$ cat src/rtl/hsdsv_pkg.sv
// Shared types, constants and helper functions of the HMAC-SHA256 sign/verify block.
// Used by the compression unit and the top level; depends on nothing else.
package hsdsv_pkg;

	typedef logic [31:0] word_t;

	localparam logic [7:0] IPAD_BYTE = 8'h36;
	localparam logic [7:0] OPAD_BYTE = 8'h5c;
	localparam logic [7:0] PAD_BYTE  = 8'h80;
	localparam logic [7:0] SEP_Q     = 8'h71;
	localparam logic [7:0] SEP_C     = 8'h63;
	localparam logic [7:0] SEP_1     = 8'h31;
	localparam logic [7:0] SEP_U     = 8'h75;
	localparam logic [7:0] SEP_D     = 8'h64;

	localparam logic [63:0] OUTER_LEN_BITS = 64'd768;

	localparam logic MODE_SIGN   = 1'b0;
	localparam logic MODE_VERIFY = 1'b1;

	localparam logic KIND_TAG     = 1'b0;
	localparam logic KIND_VERDICT = 1'b1;

	localparam logic [255:0] INIT_H = {
		32'h6a09e667, 32'hbb67ae85, 32'h3c6ef372, 32'ha54ff53a,
		32'h510e527f, 32'h9b05688c, 32'h1f83d9ab, 32'h5be0cd19
	};

	localparam word_t ROUND_K [64] = '{
		32'h428a2f98, 32'h71374491, 32'hb5c0fbcf, 32'he9b5dba5,
		32'h3956c25b, 32'h59f111f1, 32'h923f82a4, 32'hab1c5ed5,
		32'hd807aa98, 32'h12835b01, 32'h243185be, 32'h550c7dc3,
		32'h72be5d74, 32'h80deb1fe, 32'h9bdc06a7, 32'hc19bf174,
		32'he49b69c1, 32'hefbe4786, 32'h0fc19dc6, 32'h240ca1cc,
		32'h2de92c6f, 32'h4a7484aa, 32'h5cb0a9dc, 32'h76f988da,
		32'h983e5152, 32'ha831c66d, 32'hb00327c8, 32'hbf597fc7,
		32'hc6e00bf3, 32'hd5a79147, 32'h06ca6351, 32'h14292967,
		32'h27b70a85, 32'h2e1b2138, 32'h4d2c6dfc, 32'h53380d13,
		32'h650a7354, 32'h766a0abb, 32'h81c2c92e, 32'h92722c85,
		32'ha2bfe8a1, 32'ha81a664b, 32'hc24b8b70, 32'hc76c51a3,
		32'hd192e819, 32'hd6990624, 32'hf40e3585, 32'h106aa070,
		32'h19a4c116, 32'h1e376c08, 32'h2748774c, 32'h34b0bcb5,
		32'h391c0cb3, 32'h4ed8aa4a, 32'h5b9cca4f, 32'h682e6ff3,
		32'h748f82ee, 32'h78a5636f, 32'h84c87814, 32'h8cc70208,
		32'h90befffa, 32'ha4506ceb, 32'hbef9a3f7, 32'hc67178f2
	};

	// Sequencer commands to the compression unit
	typedef struct packed {
		logic       feed;
		logic [7:0] data;
		logic       load;
		logic       round;
		logic [5:0] rnd;
		logic       add;
		logic       init;
	} sha_ctl_t;

	typedef enum logic [12:0] {
		S_IDLE   = 13'b0000000000001,
		S_KEYI   = 13'b0000000000010,
		S_SEP    = 13'b0000000000100,
		S_MSG    = 13'b0000000001000,
		S_P80    = 13'b0000000010000,
		S_PZ     = 13'b0000000100000,
		S_PLEN   = 13'b0000001000000,
		S_OSTART = 13'b0000010000000,
		S_OKEY   = 13'b0000100000000,
		S_DIG    = 13'b0001000000000,
		S_COMP   = 13'b0010000000000,
		S_ADD    = 13'b0100000000000,
		S_OUT    = 13'b1000000000000
	} state_t;

	function automatic word_t rotr(input word_t x, input int n);
		rotr = (x >> n) | (x << (32 - n));
	endfunction

endpackage

$ cat src/rtl/hsdsv_sha_unit.sv
// SHA-256 compression unit: byte-fed block window, one round per cycle, chaining value.
// Driven by the sequencer in the top level; depends on hsdsv_pkg.
module hsdsv_sha_unit (
	input  logic              clk,
	input  hsdsv_pkg::sha_ctl_t ctl,
	output logic [255:0]      hash
);
	import hsdsv_pkg::*;

	logic [511:0] win_q;
	word_t        v_q [8];
	word_t        h_q [8];

	word_t w0, w1, w9, w14, w_new;
	word_t s0, s1, e1, ch, a0, mj, t1, t2;

	assign w0  = win_q[511:480];
	assign w1  = win_q[479:448];
	assign w9  = win_q[223:192];
	assign w14 = win_q[63:32];

	always_comb begin
		s0    = rotr(w1, 7) ^ rotr(w1, 18) ^ (w1 >> 3);
		s1    = rotr(w14, 17) ^ rotr(w14, 19) ^ (w14 >> 10);
		w_new = w0 + s0 + w9 + s1;
		e1    = rotr(v_q[4], 6) ^ rotr(v_q[4], 11) ^ rotr(v_q[4], 25);
		ch    = (v_q[4] & v_q[5]) ^ (~v_q[4] & v_q[6]);
		t1    = v_q[7] + e1 + ch + ROUND_K[ctl.rnd] + w0;
		a0    = rotr(v_q[0], 2) ^ rotr(v_q[0], 13) ^ rotr(v_q[0], 22);
		mj    = (v_q[0] & v_q[1]) ^ (v_q[0] & v_q[2]) ^ (v_q[1] & v_q[2]);
		t2    = a0 + mj;
	end

	always_ff @(posedge clk) begin
		if (ctl.feed) begin
			win_q <= {win_q[503:0], ctl.data};
		end else if (ctl.round) begin
			win_q <= {win_q[479:0], w_new};
		end
		if (ctl.load) begin
			for (int i = 0; i < 8; i++) v_q[i] <= h_q[i];
		end else if (ctl.round) begin
			v_q[7] <= v_q[6];
			v_q[6] <= v_q[5];
			v_q[5] <= v_q[4];
			v_q[4] <= v_q[3] + t1;
			v_q[3] <= v_q[2];
			v_q[2] <= v_q[1];
			v_q[1] <= v_q[0];
			v_q[0] <= t1 + t2;
		end
		if (ctl.init) begin
			for (int i = 0; i < 8; i++) h_q[i] <= INIT_H[255 - 32 * i -: 32];
		end else if (ctl.add) begin
			for (int i = 0; i < 8; i++) h_q[i] <= h_q[i] + v_q[i];
		end
	end

	always_comb begin
		for (int i = 0; i < 8; i++) hash[255 - 32 * i -: 32] = h_q[i];
	end

endmodule

$ cat config.mk
export PLATFORM = sky130hd
export DESIGN_NAME = hsdsv_sha_unit
export DESIGN_NICKNAME = d
export VERILOG_FILES = /design/src/rtl/hsdsv_pkg.sv /design/src/rtl/hsdsv_sha_unit.sv
export SDC_FILE = /design/constraint.sdc
export NUM_CORES = 2
export LEC_CHECK = 0
export BUFFER_PORTS_ARGS = -buffer_cell sky130_fd_sc_hd__buf_2
export CAP_MARGIN = 20
export CORE_MARGIN = 3
export CORE_UTILIZATION = 65
export CTS_BUF_LIST = sky130_fd_sc_hd__clkbuf_2
export DETAILED_ROUTE_END_ITERATION = 6
export GPL_TIMING_DRIVEN = 0
export HOLD_SLACK_MARGIN = 0.15
export PLACE_DENSITY = 0.83
export SYNTH_ARGS = -nofsm -noshare
export SYNTH_HDL_FRONTEND = slang
export SYNTH_SLANG_ARGS = --single-unit
$ cat constraint.sdc
create_clock -name clk -period 13.3 [get_ports clk]
set_input_delay 3.99 -clock clk [delete_from_list [all_inputs] [get_ports clk]]
set_output_delay 3.99 -clock clk [all_outputs]
set_load 0.005 [all_outputs]
; Word level (Yosys, flattened, before mapping)
; Memory sizes are Yosys's and may differ from the RTL's.
; Index checks and enable logic that the tools add are counted.
[word_totals]
ram_bits = 512
memories = 3
register_bits = 512
word_cells = 98
in_bits = 20
out_inout_bits = 256
romBits = 2048
[op_classes]
n_reduce_logical = 1
add_sub_neg = 18
n_mux = 30
order_cmp = 1
bitwise_logic = 44
[mem_list]
columns = name, words, word_bits, read_ports, rd_clocked_by_memory_dff, write_ports, line_no
row1 = (name not given), 64, 32, 1, 0, 0, hsdsv_sha_unit.sv:28  ; t1 = v_q[7] + e1 + ch + ROUND_K[ctl.rnd] + w0;
row2 = h_q, 8, 32, 8, 0, 8, hsdsv_sha_unit.sv:12  ; word_t h_q [8];
row3 = v_q, 8, 32, 8, 0, 8, hsdsv_sha_unit.sv:11  ; word_t v_q [8];
[op_table]
columns = operator, n
row1 = $mux W512, 2
row2 = $add A32 B32 Y32, 18
row3 = $mux W32, 18
row4 = $xor A32 B32 Y32, 9
row5 = $and A32 B32 Y32, 5
row6 = $not A32 Y32, 1
row7 = $or A10 B32 Y32, 1
row8 = $or A13 B32 Y32, 1
row9 = $or A14 B32 Y32, 1
row10 = $or A15 B32 Y32, 1
row11 = $or A19 B32 Y32, 1
row12 = $or A21 B32 Y32, 1
row13 = $or A25 B32 Y32, 1
row14 = $or A26 B32 Y32, 1
row15 = $or A30 B32 Y32, 1
row16 = $or A7 B32 Y32, 1
row17 = $xor A32 B22 Y32, 1
row18 = $xor A32 B29 Y32, 1
row19 = $or A1 B1 Y1, 16
row20 = $mux W1, 10
row21 = $ge A7 B7 Y1 const B, 1
row22 = $not A6 Y7, 1
row23 = $reduce_bool A2 Y1, 1

; Depth between registers and ports, before layout
[depth]
word_depth = 9
mapped_depth = 40
depth_no_buf = 38

; Worst setup path before layout
; OpenSTA, ideal clock, no wires.
[synth_path]
path_kind = input-to-reg
startpoint = input port ctl[18] (netlist bit)
endpoint = register win_q[0] (enable)
setup_ps = 667
path_stages = 4
required_ps = 12633
t_arrival_ps = 10814
n_path_buf = 3
path_slack_ps = 1819
path_cell_list = clkbuf_1 -> clkbuf_1 -> clkbuf_1 -> or2_2
[synth_via]
elab_chain_cells = 1
[synth_rtl]
columns = element, line_no
row1 = start: declaration, hsdsv_sha_unit.sv:5  ; input hsdsv_pkg::sha_ctl_t ctl,
row2 = $reduce_bool A2 Y1 (no source line), n/a
row3 = end signal: assignment, hsdsv_sha_unit.sv:36  ; win_q <= {win_q[503:0], ctl.data};
row4 = end signal: assignment, hsdsv_sha_unit.sv:38  ; win_q <= {win_q[479:0], w_new};
row5 = end: declaration, hsdsv_sha_unit.sv:10  ; logic [511:0] win_q;
; Every way passes these cells.
; A chain may end at the register's enable or synchronous reset.

==> impl_metrics.tcl <==
set metrics [dict create \
    fmax_mhz 79.3 \
    instances_no_fill 8517 \
    hold_path.class "flop to flop" \
    hold_viol 0 \
    cts_tree "done" \
    htree_num_levels 5 \
    crit_type "primary input to flop" \
    synth.distinct_cells 84 \
    portBuffers 273 \
    r2r_setup_slack_ns 4.56 \
    ant_nets 0 \
    clk_pin_slew_ns 0.12 \
    synth_common_cells "edfxtp_1, nand2_1, mux2_2" \
    worstPathRequired_ns 14.50 \
    drive_above_1_share_pct 17.3 \
    chipWidth_um 331 \
    dp.cells 8079 \
    firstDrtPassIters 7 \
    rsz0062_at_grt "no" \
    antenna_found_initial 11 \
    cts_num_sinks 1024 \
    io_pins 276 \
    async_flop_share_pct 0 \
    dpl.hpwl_mm 187 \
    hold_path_depth 1 \
    hp-start "win_q[354]$_DFFE_PP_" \
    ys_warn_count 0 \
    grt_first_pass_wirelength_mm 349 \
    die_h_um 331 \
    cts-root-buf "clkbuf_2" \
    gp_congestion 1.03 \
    overflow 0 \
    cts_setup_buffers 0 \
    num_rows 118 \
    critPathLaunchType "primary input" \
    status "complete, but fails checks" \
    slew_headroom_pct 13.9 \
    yosysTopAreaCell "edfxtp_1" \
    grt_use_total_pct 43.8 \
    setup_viol 0 \
    grt_start_max_net_pins 76 \
    synth.area.top_cells "edfxtp_1, mux2_2, ha_1" \
    r2r-start "v_q[0][140]$_DFFE_PP_" \
    clk_path_buf_depth 4 \
    maxSlewViolCount 0 \
    yosysSeqAreaShare_pct 44.8 \
    ctsResizeCount 0 \
    fin_crit_sh_pct 94.8 \
    rr_worst_depth 32 \
    worst_pin_slew_ns 1.29 \
    fillCellCount 7558 \
    synth-compound-area-share_pct 11.6 \
    rr_endpoint "v_q[0][30]$_DFFE_PP_" \
    synth_xor_area_share_pct 7.20 \
    fin_crit_ns 12.61 \
    crit_path_end "v_q[0][30]$_DFFE_PP_" \
    vias_per_cell 6.56 \
    synth_top_family_by_area "adder cells" \
    hold_buffers 0 \
    violations "DRC" \
    ys_ff_latch 1024 \
    syn_area_per_cell_sq_um 10.7 \
    routed_wl_mm 242 \
    die_area_sq_mm 0.109 \
    area_growth_pct 8.46 \
    worst_path_max_delay_cell "xnor2_1" \
    yosysMostFrequentCell "edfxtp_1" \
    cp.arrival_ns 13.82 \
    syn_inst 6405 \
    synth_simple_gate_area_share_pct 11.2 \
    cp_slowest_stage_delay_ns 0.76 \
    core-area_sq_mm 0.104 \
    cp-startpoint "ctl[3]" \
    fin_skew_ns 0.263 \
    end_kind "flop" \
    synthMuxAreaShare_pct 8.33 \
    synth.top_cell.area_share_pct 44.8 \
    numCtsBuffers 286 \
    synth-adder-area-share_pct 13.1 \
    cap_viol_max_count 0 \
    initial_core_util_pct 65.9 \
    grt_pass1_vias 54200 \
    wire_per_inst_um 28.4 \
    path_max_fanout 12 \
    crit_top_cell "a21oi_1" \
    yosys_most_used_dff "edfxtp_1" \
    num_vias 55800 \
    drt_iter0_drc 7440 \
    drcViolationCount 1 \
    worstSkewPairLatency_ns 1.62 \
    synth_edf_count 1024 \
    hold_slack_ns 0.431 \
    netlist_area_sq_mm 0.0686 \
    nNetsFinal 7588 \
    syn-num-nets 7006 \
]
layer usage:
metal  wire [um]  vias up  GRT usage, %
li1            -    24000             -
met3       31200      865          12.0
met2      107000     3990          66.6
met5          56        -             0
met1       87800    26900          56.6
met4       16500        8          25.7
sequential cells by signal, summed over array words and instances (netlist names):
register,flops
v_q,256
h_q,256
win_q,512
cell usage in the layout (no fill, tap or decap), types with 220 or more instances in the layout:
cell	netlist	routed
a21oi_1	330	330
edfxtp_1	1024	1024
o21ai_0	375	375
buf_2	1	274
nor2_1	301	301
inv_1	390	390
xor2_1	220	220
clkbuf_1	258	257
ha_1	386	386
xnor2_1	344	344
nand2_1	1010	1010
clkbuf_2	0	385
mux2_2	478	478
cell type report:
class / count / area (sq um) / share of cell area [%]
diodes: 9 / 22.5 / 0.0303
plain buffers: 283 / 1060 / 1.43
clock buffers: 384 / 1920 / 2.58
clock inverters: 45 / 235 / 0.316
inverters: 391 / 1470 / 1.97
multi-input cells: 4707 / 35300 / 47.5
flip-flops and latches: 1024 / 30700 / 41.3
well taps: 1380 / 1730 / 2.32
repair buffers: 294 / 1890 / 2.54
critical path: cells and delay by family:
| kind | cells | cell delay (ns) |
|---|---|---|
| and+or+nand+nor | 3 | 0.56 |
| AOI/OAI and AO/OA | 19 | 3.81 |
| buffers and inverters | 6 | 1.63 |
| adders and majority gates | 7 | 2.87 |
| xor gates and xnor gates | 2 | 0.91 |
through the flow:
step                TNS [ns]  setup slack [ns]  util [%]  cell area [sq um]
floorplan                  0              1.82         -              68600
global placement     -504.32             -1.03      68.8              71700
detailed placement     -3.60            -0.512      69.4              72200
CTS                        0              1.07      71.4              74300
global route               0             0.489      71.4              74300
finish                     0             0.688      71.4              74400
cell families (layout without fill, tap and decap cells):
group	count (synthesis)	in the layout
AO/OA/AOI/OAI	1259	1259
adder cells (fa/ha/maj)	603	603
AND/OR/NAND/NOR	1780	1780
XOR/XNOR	564	564
other	0	9
multiplexers	501	501
flip-flops	1024	1024
buffers and inverters	674	1397
how the worst min path moves through the flow:
stage	endpoint	slack [ns]
final	win_q[362]$_DFFE_PP_	0.43
after CTS	win_q[298]$_DFFE_PP_	0.42
after detailed placement	win_q[9]$_DFFE_PP_	0.55
after global placement	win_q[32]$_DFFE_PP_	0.53
after global routing	win_q[298]$_DFFE_PP_	0.45
after floorplan	win_q[10]$_DFFE_PP_	0.52
Power is left out: the tool's default activity adds up to more than one toggle a clock period on the data nets, which glitch-free logic cannot reach.
